### config.mk
export PLATFORM = sky130hd
export DESIGN_NAME = pra_ram
export DESIGN_NICKNAME = d
export VERILOG_FILES = /design/src/rtl/pra_ram.sv
export SDC_FILE = /design/constraint.sdc
export NUM_CORES = 1
export LEC_CHECK = 0
export ABC_AREA = 1
export CAP_MARGIN = 10
export CORE_UTILIZATION = 51
export DETAILED_ROUTE_END_ITERATION = 12
export DONT_BUFFER_PORTS = 1
export GPL_TIMING_DRIVEN = 0
export PLACE_DENSITY = 0.66
export SLEW_MARGIN = 20
export SYNTH_ARGS = -nofsm -noshare
export SYNTH_HDL_FRONTEND = slang
export SYNTH_SLANG_ARGS = --single-unit
export TNS_END_PERCENT = 50
### constraint.sdc
create_clock -name clock -period 2.15 [get_ports clock]
set_input_delay 0.1075 -clock clock [delete_from_list [all_inputs] [get_ports clock]]
set_output_delay 0.1075 -clock clock [all_outputs]
set_load 0.005 [all_outputs]
### src/rtl/pra_ram.sv
// Simple dual-port synchronous RAM with a registered read port.
module pra_ram #(
   parameter int WIDTH = 8,
   parameter int DEPTH = 2
) (
   input  logic                     clock,
   input  logic                     wr_en,
   input  logic [$clog2(DEPTH)-1:0] wr_addr,
   input  logic [WIDTH-1:0]         wr_data,
   input  logic [$clog2(DEPTH)-1:0] rd_addr,
   output logic [WIDTH-1:0]         rd_data
);

   logic [WIDTH-1:0] mem [DEPTH];
   logic [WIDTH-1:0] rd_data_ff;

   always_ff @(posedge clock) begin
      if (wr_en) begin
         mem[wr_addr] <= wr_data;
      end
      rd_data_ff <= mem[rd_addr];
   end

   assign rd_data = rd_data_ff;

endmodule

==> results_dict.tcl <==
set metrics [dict create \
    status "finished clean" \
    syn-num-nets 66 \
    critPathMaxFanout 1 \
    avgSynthCellArea_um2 14.09 \
    cts_buffer_depth 2 \
    diodes 0 \
    fp.dieH_um 40.62 \
    finClkSkew_ps 1.855 \
    die_area_mm2 0.001650 \
    post-place-ws_ps 1126 \
    chipWidth_um 40.62 \
    met3_usage 0.03261 \
    first_pass_iters 2 \
    crit_type "reg -> out" \
    tritoncts "done" \
    ys_seq_elements 24 \
    grt_pass1_wl_um 1324 \
    post_drt_wl_per_cell_um 11.05 \
    crit_path_end_kind "primary output" \
    grt_max_degree 14 \
    antenna_found_initial 0 \
    rsz0062_at_grt "no" \
    clock-sinks 24 \
    insertion_delay_ps 300 \
    ant_nets 0 \
    cts_buffers 3 \
    start_kind "flip-flop" \
    synth_cell_types 7 \
    grt_usage 0.1380 \
    final_util 0.6562 \
    yosysWarnings 0 \
    maxCapViolations 0 \
    nFillCells 106 \
    ir_drop_uv 467.6 \
    fin_area_um2 885.9 \
    overflow 0 \
    reg2reg_slack_ps 1550 \
    finalCriticalPeriod_ps 763.3 \
    num_rows 13 \
    htreeDepth 1 \
    grt.busiest_layer "met2" \
    drive_above_1_share 0.07576 \
    coreArea_mm2 0.001350 \
    timing.fmax_mhz 1310 \
    synth_cells 54 \
    swShare 0.1958 \
    power_frac_comb 0.051 \
    clockPowerShare 0.244 \
    use_met2 0.2341 \
    root_buffer "clkbuf_4" \
    gp_congestion 0.6361 \
    hold_viol 0 \
    drtIter0Drc 6 \
    cts-resized-gates 0 \
    first_global_vias 336 \
    p_sw_uw 149.4 \
    num_io_pins 20 \
    syn_to_final_growth_pct 16.45 \
    fin_ws_ps 1387 \
    setup_viol 0 \
    cp.arrival_ps 660 \
    seq_area_frac_synth 0.8421 \
    power_density_mw_per_mm2 861.7 \
    io_buffers 0 \
    drt_wl_total_um 895 \
    global_route.usage.met1 0.1493 \
    tightest_slew_ps 683.9 \
    period_share 0.3550 \
    power.leakage_nw 0.3644 \
    start_util 0.5635 \
    seq_power_share 0.705 \
    vias 378 \
    via_per_inst 4.667 \
    drc 0 \
    nets 79 \
    place_area_um2 779.5 \
    slew_viol_final 0 \
    slew_headroom 0.5424 \
    syn_area_um2 760.7 \
    hp-class "in -> reg" \
    crit_required_ps 2040 \
    power.internal_uw 613.9 \
    clk_pin_slew_worst_paths_ps 120 \
    tns_ps 0 \
]
logic make-up after synthesis:
logic type | Yosys count | synth area share
simple gates | 26 | 0.1283
flops | 24 | 0.8421
buf+inv | 4 | 0.02960
what timing repair did:
action,4_1_cts,5_1_grt
hold endpoints to repair,16,0
setup buffers,0,0
hold buffers,8,0
area by class of cell:
| type | instances | area, um^2 | share of cell area |
|---|---|---|---|
| multi-input cells | 26 | 97.59 | 0.1102 |
| plain buffers | 1 | 11.26 | 0.01271 |
| well taps | 15 | 18.77 | 0.02119 |
| clock buffers | 3 | 22.52 | 0.02542 |
| flip-flops and latches | 24 | 640.6 | 0.7232 |
| clock inverters | 1 | 3.754 | 0.004237 |
| inverters | 3 | 11.26 | 0.01271 |
| repair buffers | 8 | 80.08 | 0.09040 |
cells in the final DEF, fill, tap and decap left out:
cell,instances
buf_6,1
dfxtp_1,8
nand2_1,25
dlygate4sd3_1,8
inv_2,1
nor2_1,1
inv_1,2
clkbuf_4,3
clkinv_1,1
edfxtp_1,16
sequential cells by signal, summed over array words and instances (netlist names):
register,count
mem,16
rd_data,8
layer usage:
metal | wire length, um | vias up | share of wire
li1 | - | 199 | -
met1 | 352 | 165 | 0.39
met2 | 497 | 12 | 0.56
met3 | 35 | 2 | 0.039
met4 | 10 | 0 | 0.011
met5 | 0 | - | 0
cell usage after synthesis:
| master | n | area share |
|---|---|---|
| edfxtp_1 | 16 | 0.63 |
| nand2_1 | 25 | 0.12 |
| buf_6 | 1 | 0.015 |
| nor2_1 | 1 | 0.0049 |
| inv_1 | 2 | 0.0099 |
| inv_2 | 1 | 0.0049 |
| dfxtp_1 | 8 | 0.21 |
power by group through the flow:
stage | registers (mW) | clock network [mW] | logic [mW]
after floorplan | 0.547 | 0 | 0.0213
after global placement | 0.549 | 0 | 0.0252
after detailed placement | 0.550 | 0 | 0.0264
after CTS | 0.539 | 0.195 | 0.0396
after global routing | 0.544 | 0.208 | 0.0442
final | 0.538 | 0.186 | 0.0392
stage by stage:
stage          total power, mW  hold WS [ps]  std cells
6_report                0.7633         34.90         81
5_1_grt                 0.7956         36.69         81
4_1_cts                 0.7737         29.48         81
3_5_place_dp            0.5763         206.4         69
3_3_place_gp            0.5739         206.4         69
2_1_floorplan           0.5687         206.4         54
path summary, 6_finish.rpt:
kind                                 start         end  cells past startpoint
worst max register to register   mem[1][1]  rd_data[1]                      2
worst min-delay path               rd_addr  rd_data[2]                      3
worst max-delay path            rd_data[5]  rd_data[5]                      0
worst min register to register   mem[0][4]  rd_data[4]                      2
(Power assumes the default switching activity.)
